## src/hdl/bosc_pkg.sv

```systemverilog
// ----------------------------------------------------------------------------
// bosc_pkg
// Shared types, constants and helpers for the bit offset stream copier.
// ----------------------------------------------------------------------------
package bosc_pkg;

	localparam int BIT_COUNT_WIDTH_DEF = 16;

	// configuration register indexes
	localparam int CFG_INDEX_W = 3;
	localparam logic [CFG_INDEX_W-1:0] REG_SRC_BIT_OFFSET = 3'd0;
	localparam logic [CFG_INDEX_W-1:0] REG_DST_BIT_OFFSET = 3'd1;
	localparam logic [CFG_INDEX_W-1:0] REG_TOTAL_BITS     = 3'd2;
	localparam logic [CFG_INDEX_W-1:0] REG_DST_HEAD_BYTE  = 3'd3;
	localparam logic [CFG_INDEX_W-1:0] REG_DST_TAIL_BYTE  = 3'd4;

	// output queue
	localparam int OUTQ_DEPTH = 4;
	localparam int OUTQ_PTR_W = $clog2(OUTQ_DEPTH);
	localparam int OUTQ_CNT_W = $clog2(OUTQ_DEPTH + 1);

	typedef struct packed {
		logic [7:0] data;
		logic       last;
	} word_t;

	// up to two destination words per source word, packed from w0 up
	typedef struct packed {
		logic [1:0] n;
		word_t      w0;
		word_t      w1;
	} push_t;

	// mask of the n low bits, n in 0..8
	function automatic logic [7:0] low_mask(input logic [3:0] n);
		logic [8:0] m;
		m = (9'd1 << n) - 9'd1;
		return (n >= 4'd8) ? 8'hFF : m[7:0];
	endfunction

endpackage

```

## src/hdl/bit_offset_stream_copier_unit.sv

```systemverilog
// ----------------------------------------------------------------------------
// bit_offset_stream_copier_unit
// Copies a bit run from a source byte stream to a realigned destination
// byte stream, keeping the old bits around the run in the end bytes.
// ----------------------------------------------------------------------------
// Usage:
//   Program src/dst bit offsets, total_bits and the old head/tail bytes
//   through the cfg port while the block is idle. Then stream source bytes
//   in on s_axis; destination bytes come out on m_axis, tlast on the final
//   byte of the run. The next source byte after a run starts a new run.
//   A run of zero bits swallows its input word and emits nothing.
// Path: an accepted word is held in the input register, then merged by the
//   aligner's combinational logic into the output queue that feeds m_axis.
// Throughput: one source word per cycle while the queue has room. The last
//   word of a run may produce two destination words.
// Stall: a stalled receiver fills the four-word output queue; s_axis_tready
//   drops while the input register holds a word and fewer than two queue
//   entries are free.
// Reset: clears config registers, the accumulator and the queue; the block
//   then waits for the first word of a new run.
// ----------------------------------------------------------------------------
module bit_offset_stream_copier_unit #(
	parameter int BIT_COUNT_WIDTH = bosc_pkg::BIT_COUNT_WIDTH_DEF
) (
	input  logic                                 clk,
	input  logic                                 arst_n,
	input  logic                                 cfg_wr_en,
	input  logic [bosc_pkg::CFG_INDEX_W-1:0]     cfg_index,
	input  logic [BIT_COUNT_WIDTH-1:0]           cfg_data,
	input  logic                                 s_axis_tvalid,
	output logic                                 s_axis_tready,
	input  logic [7:0]                           s_axis_tdata,  // [7:0] src_byte
	output logic                                 m_axis_tvalid,
	input  logic                                 m_axis_tready,
	output logic [7:0]                           m_axis_tdata,  // [7:0] dst_byte
	output logic                                 m_axis_tlast   // dst_last
);
	import bosc_pkg::*;

	logic [2:0]                 src_bit_offset_q;
	logic [2:0]                 dst_bit_offset_q;
	logic [BIT_COUNT_WIDTH-1:0] total_bits_q;
	logic [7:0]                 dst_head_byte_q;
	logic [7:0]                 dst_tail_byte_q;
	push_t                      push;
	logic                       room;
	word_t                      out_word;

	always_ff @(posedge clk or negedge arst_n) begin
		if (!arst_n) begin
			src_bit_offset_q <= '0;
			dst_bit_offset_q <= '0;
			total_bits_q     <= '0;
			dst_head_byte_q  <= '0;
			dst_tail_byte_q  <= '0;
		end else if (cfg_wr_en) begin
			case (cfg_index)
				REG_SRC_BIT_OFFSET: src_bit_offset_q <= cfg_data[2:0];
				REG_DST_BIT_OFFSET: dst_bit_offset_q <= cfg_data[2:0];
				REG_TOTAL_BITS:     total_bits_q     <= cfg_data;
				REG_DST_HEAD_BYTE:  dst_head_byte_q  <= cfg_data[7:0];
				REG_DST_TAIL_BYTE:  dst_tail_byte_q  <= cfg_data[7:0];
				default: ;
			endcase
		end
	end

	bosc_align #(
		.BIT_COUNT_WIDTH(BIT_COUNT_WIDTH)
	) u_align (
		.clk           (clk),
		.arst_n        (arst_n),
		.in_valid      (s_axis_tvalid),
		.in_ready      (s_axis_tready),
		.in_data       (s_axis_tdata),
		.src_bit_offset(src_bit_offset_q),
		.dst_bit_offset(dst_bit_offset_q),
		.total_bits    (total_bits_q),
		.dst_head_byte (dst_head_byte_q),
		.dst_tail_byte (dst_tail_byte_q),
		.room          (room),
		.push          (push)
	);

	bosc_outq u_outq (
		.clk      (clk),
		.arst_n   (arst_n),
		.push     (push),
		.room     (room),
		.out_valid(m_axis_tvalid),
		.out_ready(m_axis_tready),
		.out_word (out_word)
	);

	assign m_axis_tdata = out_word.data;
	assign m_axis_tlast = out_word.last;

`ifndef NO_ASSERTIONS
	// a second word in one cycle is only ever the partial tail of a run
	a_two_words_end_run: assert property (@(posedge clk) disable iff (!arst_n)
		push.n == 2'd2 |-> (push.w1.last && !push.w0.last))
		else $error("second word is not the closing tail word");

	// the aligner only pushes when the queue has room for two words
	a_push_needs_room: assert property (@(posedge clk) disable iff (!arst_n)
		push.n != 2'd0 |-> room)
		else $error("push into output queue without room");

	a_push_count: assert property (@(posedge clk) disable iff (!arst_n)
		push.n != 2'd3)
		else $error("more than two words pushed in one cycle");
`endif

endmodule

```

## src/hdl/bosc_outq.sv

```systemverilog
// ----------------------------------------------------------------------------
// bosc_outq
// Small output queue: takes up to two words a cycle, hands out one.
// ----------------------------------------------------------------------------
module bosc_outq (
	input  logic            clk,
	input  logic            arst_n,
	input  bosc_pkg::push_t push,
	output logic            room,
	output logic            out_valid,
	input  logic            out_ready,
	output bosc_pkg::word_t out_word
);
	import bosc_pkg::*;

	word_t                 mem_q [OUTQ_DEPTH];
	logic [OUTQ_PTR_W-1:0] wptr_q;
	logic [OUTQ_PTR_W-1:0] rptr_q;
	logic [OUTQ_CNT_W-1:0] count_q;
	logic                  pop;

	assign out_valid = (count_q != '0);
	assign out_word  = mem_q[rptr_q];
	assign pop       = out_valid && out_ready;
	// two free entries needed, since a word may bring two results
	assign room      = (count_q <= OUTQ_CNT_W'(OUTQ_DEPTH - 2));

	always_ff @(posedge clk) begin
		if (push.n != 2'd0) begin
			mem_q[wptr_q] <= push.w0;
		end
		if (push.n == 2'd2) begin
			mem_q[wptr_q + OUTQ_PTR_W'(1)] <= push.w1;
		end
	end

	always_ff @(posedge clk or negedge arst_n) begin
		if (!arst_n) begin
			wptr_q  <= '0;
			rptr_q  <= '0;
			count_q <= '0;
		end else begin
			wptr_q  <= wptr_q + OUTQ_PTR_W'(push.n);
			if (pop) begin
				rptr_q <= rptr_q + OUTQ_PTR_W'(1);
			end
			count_q <= count_q + OUTQ_CNT_W'(push.n) - OUTQ_CNT_W'(pop);
		end
	end

endmodule

```

## src/hdl/bosc_align.sv

```systemverilog
// ----------------------------------------------------------------------------
// bosc_align
// Input register plus the bit realigner: merges each source word into the
// bit accumulator and produces finished destination words.
// ----------------------------------------------------------------------------
module bosc_align #(
	parameter int BIT_COUNT_WIDTH = bosc_pkg::BIT_COUNT_WIDTH_DEF
) (
	input  logic                       clk,
	input  logic                       arst_n,
	input  logic                       in_valid,
	output logic                       in_ready,
	input  logic [7:0]                 in_data,
	input  logic [2:0]                 src_bit_offset,
	input  logic [2:0]                 dst_bit_offset,
	input  logic [BIT_COUNT_WIDTH-1:0] total_bits,
	input  logic [7:0]                 dst_head_byte,
	input  logic [7:0]                 dst_tail_byte,
	input  logic                       room,
	output bosc_pkg::push_t            push
);
	import bosc_pkg::*;

	localparam int BW = BIT_COUNT_WIDTH;

	logic          valid_s1;
	logic [7:0]    src_s1;

	logic [14:0]   acc_q;
	logic [2:0]    held_q;
	logic [BW-1:0] rem_q;
	logic          first_q;
	logic          one_q;

	logic          fire;
	logic          drop;
	logic [BW-1:0] rem0;
	logic [15:0]   acc0;
	logic [3:0]    held0;
	logic          one_run;
	logic [3:0]    avail;
	logic [7:0]    src_sh;
	logic [3:0]    take;
	logic [7:0]    bits;
	logic [15:0]   acc1;
	logic [3:0]    held1;
	logic [BW-1:0] rem1;
	logic [15:0]   acc2;
	logic [3:0]    held2;
	logic          done;
	logic          full_out;
	logic          tail_out;
	word_t         full_word;
	word_t         tail_word;
	logic [7:0]    keep;
	logic [7:0]    pad;

	assign fire     = valid_s1 && room;
	assign in_ready = !valid_s1 || fire;
	assign drop     = first_q && (total_bits == '0);

	always_comb begin
		if (first_q) begin
			rem0    = total_bits;
			acc0    = {8'd0, dst_head_byte & low_mask({1'b0, dst_bit_offset})};
			held0   = {1'b0, dst_bit_offset};
			one_run = ({1'b0, total_bits} + (BW+1)'(dst_bit_offset)) <= (BW+1)'(8);
			avail   = 4'd8 - {1'b0, src_bit_offset};
			src_sh  = src_s1 >> src_bit_offset;
		end else begin
			rem0    = rem_q;
			acc0    = {1'b0, acc_q};
			held0   = {1'b0, held_q};
			one_run = one_q;
			avail   = 4'd8;
			src_sh  = src_s1;
		end

		take  = (rem0 < BW'(avail)) ? rem0[3:0] : avail;
		bits  = src_sh & low_mask(take);
		acc1  = acc0 | ({8'd0, bits} << held0);
		held1 = held0 + take;
		rem1  = rem0 - BW'(take);
		done  = (rem1 == '0);

		// at most one whole byte can complete per source word
		full_out       = held1[3];
		full_word.data = acc1[7:0];
		full_word.last = done && (held1 == 4'd8);
		if (full_out) begin
			acc2  = acc1 >> 8;
			held2 = held1 - 4'd8;
		end else begin
			acc2  = acc1;
			held2 = held1;
		end

		// partial last byte, old contents fill the bits above the run
		tail_out       = done && (held2 != 4'd0);
		keep           = low_mask(held2);
		pad            = one_run ? dst_head_byte : dst_tail_byte;
		tail_word.data = (acc2[7:0] & keep) | (pad & ~keep);
		tail_word.last = 1'b1;

		push.w0 = full_out ? full_word : tail_word;
		push.w1 = tail_word;
		if (!fire || drop) begin
			push.n = 2'd0;
		end else begin
			push.n = {1'b0, full_out} + {1'b0, tail_out};
		end
	end

	always_ff @(posedge clk) begin
		if (in_ready) begin
			src_s1 <= in_data;
		end
	end

	always_ff @(posedge clk or negedge arst_n) begin
		if (!arst_n) begin
			valid_s1 <= 1'b0;
			acc_q    <= '0;
			held_q   <= '0;
			rem_q    <= '0;
			first_q  <= 1'b1;
			one_q    <= 1'b0;
		end else begin
			if (in_ready) begin
				valid_s1 <= in_valid;
			end
			if (fire && !drop) begin
				if (done) begin
					acc_q   <= '0;
					held_q  <= '0;
					rem_q   <= '0;
					first_q <= 1'b1;
					one_q   <= 1'b0;
				end else begin
					acc_q   <= acc2[14:0];
					held_q  <= held2[2:0];
					rem_q   <= rem1;
					first_q <= 1'b0;
					one_q   <= one_run;
				end
			end
		end
	end

endmodule
```

## config.mk

```make
export PLATFORM = sky130hd
export DESIGN_NAME = bit_offset_stream_copier_unit
export DESIGN_NICKNAME = d
export VERILOG_FILES = /design/src/hdl/bosc_pkg.sv /design/src/hdl/bit_offset_stream_copier_unit.sv /design/src/hdl/bosc_outq.sv /design/src/hdl/bosc_align.sv
export SDC_FILE = /design/constraint.sdc
export NUM_CORES = 1
export LEC_CHECK = 0
export BUFFER_PORTS_ARGS = -buffer_cell sky130_fd_sc_hd__buf_2
export CAP_MARGIN = 20
export CORE_MARGIN = 8
export CORE_UTILIZATION = 45
export CTS_BUF_LIST = sky130_fd_sc_hd__clkbuf_4 sky130_fd_sc_hd__clkbuf_8 sky130_fd_sc_hd__clkbuf_16
export CTS_CLUSTER_DIAMETER = 120
export DETAILED_ROUTE_END_ITERATION = 7
export PLACE_DENSITY = 0.73
export SETUP_SLACK_MARGIN = 0.1
export SYNTH_ARGS = -nofsm -noshare
export SYNTH_HDL_FRONTEND = slang
export SYNTH_HIERARCHICAL = 1
export SYNTH_SLANG_ARGS = --single-unit
```

## constraint.sdc

```tcl
create_clock -name clk -period 7.77 [get_ports clk]
set_clock_uncertainty 0.15 [all_clocks]
set_input_delay 0.3885 -clock clk [delete_from_list [all_inputs] [get_ports clk]]
set_output_delay 0.3885 -clock clk [all_outputs]
set_load 0.02 [all_outputs]
```

[Word-level counts from Yosys, hierarchy flattened]
Memories as Yosys holds them, arrays and structs flattened.
Index checks and enable logic that the tools add are counted.
W data, S select, Z words.
Cells by class
  magnitude comparators: 5
  eq/ne operators: 6
  bitwise logic cells: 7
  reductions and logical operators: 22
  multiplexer cells: 23
  shift operators: 5
  add/sub/neg operators: 14
Operators with widths (number)
  $mux W15: 3
  $and A8 B8 Y8: 4
  $logic_not A16 Y1: 2
  $mux W16: 2
  $mux W8: 4
  $sub A8 B1 Y8 const B: 3
  $add A16 B3 Y17: 1
  $le A17 B4 Y1 const B: 1
  $lt A16 B4 Y1: 1
  $or A15 B16 Y16: 1
  $shl A1 B4 Y8 const A: 2
  $shl A8 B3 Y16: 1
  $sub A16 B4 Y16: 1
  $mux W4: 3
  $reduce_and A2 Y1: 5
  $mux W9: 1
  $ge A4 B4 Y1 const B: 2
  $not A8 Y8: 1
  $or A8 B8 Y8: 1
  $shl A1 B3 Y8 const A: 1
  $shr A8 B3 Y8: 1
  $mux W1: 7
  $eq A3 B2 Y1 const B: 2
  $logic_and A1 B1 Y1: 6
  other kinds (21): 26
Storage, ports and cells
  register bits after elaboration: 90
  output and inout port bits: 11
  memories kept: 1
  input port bits: 32
  word-level logic and storage cells: 98
  bits in writable memories: 36
Memory list
  u_outq.mem_q: words 4, width 9, read ports 1, clocked after Yosys merged registers in 0, write ports 2, line bosc_outq.sv:16  | word_t mem_q [OUTQ_DEPTH];

[Depth between registers and ports, before layout]
  depth in word-level cells: 14
  depth in mapped cells: 31
  gate-level depth less buffers: 27

[By module]
The synthesis kept the hierarchy.
Modules (own cells, without submodules)
  bosc_align: sequential area each 1167.4 µm², times used 1, cells each 644, area an instance 5054.8 µm²
  bosc_outq: sequential area each 1256.2 µm², times used 1, cells each 128, area an instance 2218.4 µm²
  bit_offset_stream_copier_unit: sequential area each 950.9 µm², times used 1, cells each 84, area an instance 1496.4 µm²

[Worst setup path after synthesis]
No wires, ideal clock.
  path type: flip-flop to flip-flop
  from: register src_bit_offset_q[0]
  to: memory u_outq/mem_q[1][3] in the netlist's numbering, data pin
  stages on the path, launching flop included: 27
  buffers on the path: 4
  period minus slack after synthesis: 6.814 ns
  data required time: 7.360 ns
  setup time: 0.260 ns
  setup slack: 0.956 ns
  data arrival time: 6.404 ns
  path through: dfrtp_1 > buf_2 > clkbuf_1 > inv_1 > ha_1 > xnor2_1 > nand2_1 > ha_1 > o211ai_1 > o221ai_1 > nor3_2 > mux2i_1 > ha_1 > fa_1 > nor2b_1 > o21a_1 > clkbuf_1 > o311a_1 > nor4_1 > and4_1 > nand4_1 > nor2b_1 > ha_1 > and2_1 > buf_2 > nor4b_4 > mux2_4
RTL lines
  from (decl): line bit_offset_stream_copier_unit.sv:40  | logic [2:0] src_bit_offset_q;
  from (signal assigned): line bit_offset_stream_copier_unit.sv:58  | REG_SRC_BIT_OFFSET: src_bit_offset_q <= cfg_data[2:0];
  to (decl): line bosc_outq.sv:16

==> summary.txt <==
Floorplan
  • Die X: 155.6 um
  • # rows: between 50 and 60
  • I/O pins: 43
  • Starting Density: 0.4551
  • Die area: 24,210 um^2
  • Die height: between 150 and 200 um
  • Core ar.: 19,270 um^2

Final layout
  • Area growth syn-to-layout: 13.54%
  • Layout cells sized above 1: 0.2318
  • Nets: approximately 950
  • Diode count: 0
  • Util after Layout: 0.5167
  • Fillers: 1,733

Worst setup path
  • Most used cell, CP: ha_1
  • Reg2Reg Capture Point: u_outq/mem_q[2][8]$_DFFE_PP_
  • CP endpoint kind: register
  • Crit-path cells: inv_1, ha_1, xnor2_1, nand2_1, ha_1, o211ai_1, o221ai_1, nor3_2, mux2i_1, ha_1, fa_1, nor2b_1, o21a_1, o311a_1, nor4_1, and4_1, nand4_1, buf_4, nor2b_1, ha_1, and2_1, nor4bb_2, buf_4, a21o_1
  • Setup Crit Path Kind: register to register
  • Reg2Reg Setup Slack: 0.66 ns
  • Critical-path top delay cell: dfrtp_1
  • Crit start category: register
  • RR Startpoint: src_bit_offset_q[1]$_DFFE_PN0P_
  • Critical path fanouts, max: 13
  • R2R depth: 24
  • Worst EP required: about 7.7 ns
  • Worst Path Arrival: about 7.0 ns
  • CP max stage delay: 0.54 ns

Placed design
  • GP Congestion: 0.9493
  • DP HPWL: approximately 17 mm
  • Quantity of I/O buffers inserted on ports: 42

Synth
  • Synth Area in Compound Gates: 0.1632
  • Post-synthesis sequential area ratio: 0.3848
  • Post-synth EDFFs: 44
  • Yosys cell types: 88
  • YS warnings: 6
  • Post-Synth Simple-Gate Area: 0.1591
  • Syn_area_per_cell: 10.24 um^2
  • Syn Inst Count: 856
  • Main combinational cell family by area after synthesis: multiplexers
  • Mux cell area share after synthesis: 0.1781
  • Post-Synth XOR/XNOR Area: 0.03281
  • Dominant synthesized flop cell: dfrtp_1
  • Yosys reg bits: 126
  • Post-Syn Nets: between 900 and 1k
  • Post-Syn Area: 8770 um^2
  • FFs w/ async S/R, synth: 0.6508
  • Post-synthesis adder-cell area fraction: 0.04052

Timing
  • Final period util: 0.9149
  • Fin. max-slew vios: 0
  • Worst Tran Pin Value: 1.235 ns
  • Final setup violation count: 0
  • Setup Total Neg Slack: 0 ns
  • Final hold violation count: 0
  • Final min period: 7.109 ns
  • Unrepaired setup endpoints after global routing: false
  • Fmax: about 0.14 GHz
  • Relative slew slack: 0.1764

Worst hold path
  • Endpoint, Worst Hold: u_align/valid_s1$_DFFE_PN0P_
  • Hold path start: s_axis_tvalid
  • Hold Path Class: input port to register
  • Worst Hold Depth: 2

CTS
  • CTS Buf Count: 17
  • Clock-pin transition on the worst setup and hold timing paths: 0.06 ns
  • Sink Count: 126
  • CTS root buf: clkbuf_16
  • TritonCTS clock tree: done
  • Deepest clock path buffer count: 2
  • Maximum level of the CTS H-tree: 4
  • Clock latency at the later pin of the worst-skew pair: 0.43 ns

Pwr
  • Max VDD drop: 0.0002277 V
  • Static Leak: slightly below 4 nW
  • Cell Pwr Density: between 400 and 500 nW/um^2

GRT
  • First-pass GRT wire length: about 37 mm
  • Initial antenna violation count: 0
  • GRT overflow: 0
  • Vias in the first global route: 6,718
  • Largest net degree at the start of global routing: 83
  • GRT Resource Usage Total: 0.1925

Route
  • Overall routed net length: 22.98 mm
  • Wire per inst: 19.62 um
  • Vias/cell: 6.029
  • Via count: slightly above 7k
  • Routed Antenna Nets: 0
  • Initial DRC count: 693
  • Number of detailed-route iterations in the first pass: 6
  • # DRC: 0

Run
  • Max-cap viol count: 0

Status
  • Status: complete, no violations
## timing repair
item | 4_1_cts | 5_1_grt
setup endpoints to repair | 0 | 14
endpoints found under the hold margin | 8 | 15
setup buffers | 0 | 1
hold buffers | 8 | 1
resized for setup | 0 | 1
## synthesized netlist by cell type, types with 5 or more instances
cell	n	area (um^2)
dfrtp_1	81	2027
nand2_1	66	247.7
mux2_2	63	709.4
nor2_1	51	191.4
edfxtp_1	44	1321
o21ai_0	42	210.2
mux2i_1	33	330.3
a21oi_1	32	160.2
clkbuf_1	29	108.9
inv_1	28	105.1
nor3_1	28	140.1
ha_1	22	275.3
mux2_4	19	285.3
buf_2	18	90.09
nand3_1	18	90.09
xor2_1	18	157.7
nor4_1	13	81.33
xnor2_1	13	113.9
o31ai_1	12	90.09
mux4_2	10	225.2
o22ai_1	10	62.56
o211ai_1	9	67.56
o2bb2ai_1	9	78.83
a211oi_1	8	60.06
a21o_1	8	60.06
a31oi_1	8	50.05
nand2b_1	7	43.79
nand3b_1	7	52.55
a22oi_1	6	45.04
and2_1	6	37.54
nand4_1	6	37.54
nor3b_1	6	45.04
and3_1	5	31.28
nor2b_1	5	31.28
o21a_1	5	37.54
o221ai_1	5	43.79
## placed cells by master, fill, tap and decap left out, drive strengths merged, types with 7 or more instances in the layout
cell / count
dlygate4sd3: 9
o31ai: 12
clkbuf: 22
mux2i: 33
xnor2: 14
nor4: 15
nand3: 18
inv: 33
xor2: 18
nor3: 29
a21oi: 32
a31oi: 8
nand3b: 7
mux4: 10
edfxtp: 44
buf: 61
ha: 22
o2bb2ai: 9
dfrtp: 81
nor2: 51
a211oi: 8
o21ai: 46
mux2: 83
o22ai: 10
nand2b: 7
a21o: 8
o211ai: 9
nand2: 66
## cell families (layout without fill, tap and decap cells)
family	after synthesis	count (layout)
mux	126	126
other cells	1	1
flops	126	126
xor+xnor	32	32
compound gates	205	205
buf+inv	84	134
fa+ha+maj	26	26
simple gates	256	256
## sequential cells by signal, indices dropped and copies added (netlist names)
| signal | cells |
|---|---|
| src_bit_offset_q | 3 |
| u_outq/wptr_q | 2 |
| u_outq/mem_q | 36 |
| dst_head_byte_q | 8 |
| u_align/one_q | 1 |
| dst_tail_byte_q | 8 |
| u_align/src_s1 | 8 |
| u_align/acc_q | 15 |
| total_bits_q | 16 |
| dst_bit_offset_q | 3 |
| u_align/rem_q | 16 |
| u_align/held_q | 3 |
| u_align/first_q | 1 |
| u_align/valid_s1 | 1 |
| u_outq/count_q | 3 |
| u_outq/rptr_q | 2 |
## metrics by stage
step / instances / total power (W) / cell area (um^2) / hold WS, ns / setup slack, ns
finish: 1171 / 0.004129 / 9957 / 0.03858 / 0.6609
global route: 1171 / 0.004380 / 9957 / 0.02643 / 0.1759
CTS: 1168 / 0.004108 / 9910 / 0.02030 / 0.5579
detailed placement: 1128 / 0.003289 / 9225 / 0.3182 / 0.5858
global placement: 1127 / 0.003239 / 9218 / 0.3063 / 0.6788
floorplan: 856 / 0.002751 / 8770 / -0.05709 / 0.9559
## worst max-delay path by stage
stage                                          from                            to  slack [ns]  cells past startpoint
global route        src_bit_offset_q[1]$_DFFE_PN0P_   u_outq/count_q[2]$_DFF_PN0_        0.18                     27
finish              src_bit_offset_q[1]$_DFFE_PN0P_  u_outq/mem_q[2][8]$_DFFE_PP_        0.66                     24
floorplan           src_bit_offset_q[0]$_DFFE_PN0P_  u_outq/mem_q[1][3]$_DFFE_PP_        0.96                     26
CTS                 src_bit_offset_q[1]$_DFFE_PN0P_  u_outq/mem_q[0][7]$_DFFE_PP_        0.56                     24
global placement    src_bit_offset_q[1]$_DFFE_PN0P_  u_outq/mem_q[0][0]$_DFFE_PP_        0.68                     23
detailed placement  src_bit_offset_q[1]$_DFFE_PN0P_  u_outq/mem_q[0][5]$_DFFE_PP_        0.59                     24
## where the power goes
group,switching [W],total [W],internal [W]
clock,0.000300,0.000796,0.000496
sequential,0.000231,0.00120,0.000967
combinational,0.00123,0.00213,0.000908
total,0.00176,0.00413,0.00237
## worst max-delay path: cells and delay by family (launching register included)
family	cells	cell delay, ns
fa+ha+maj	5	1.23
mux	1	0.37
simple gates	9	2.19
compound gates	5	1.32
xor+xnor	1	0.40
buf+inv	3	0.55
flops	1	0.54
## layer usage
layer  part of all wire  GRT usage  wire, um
met1               0.46     0.2629     10470
met5                  0          0         0
met3              0.060    0.03241      1368
met2               0.47     0.3054     10740
met4              0.017    0.06285       393
## layout make-up
class | count | area [um^2] | share of cell area
clock buffer | 22 | 504.2 | 0.05064
clock inverter | 10 | 100.1 | 0.01005
inverter | 32 | 120.1 | 0.01206
multi-input combinational | 646 | 5061 | 0.5083
sequential | 126 | 3374 | 0.3389
tap | 265 | 331.6 | 0.03330
timing repair buffer | 70 | 465.4 | 0.04675
Power figures use the tool's default switching activity.
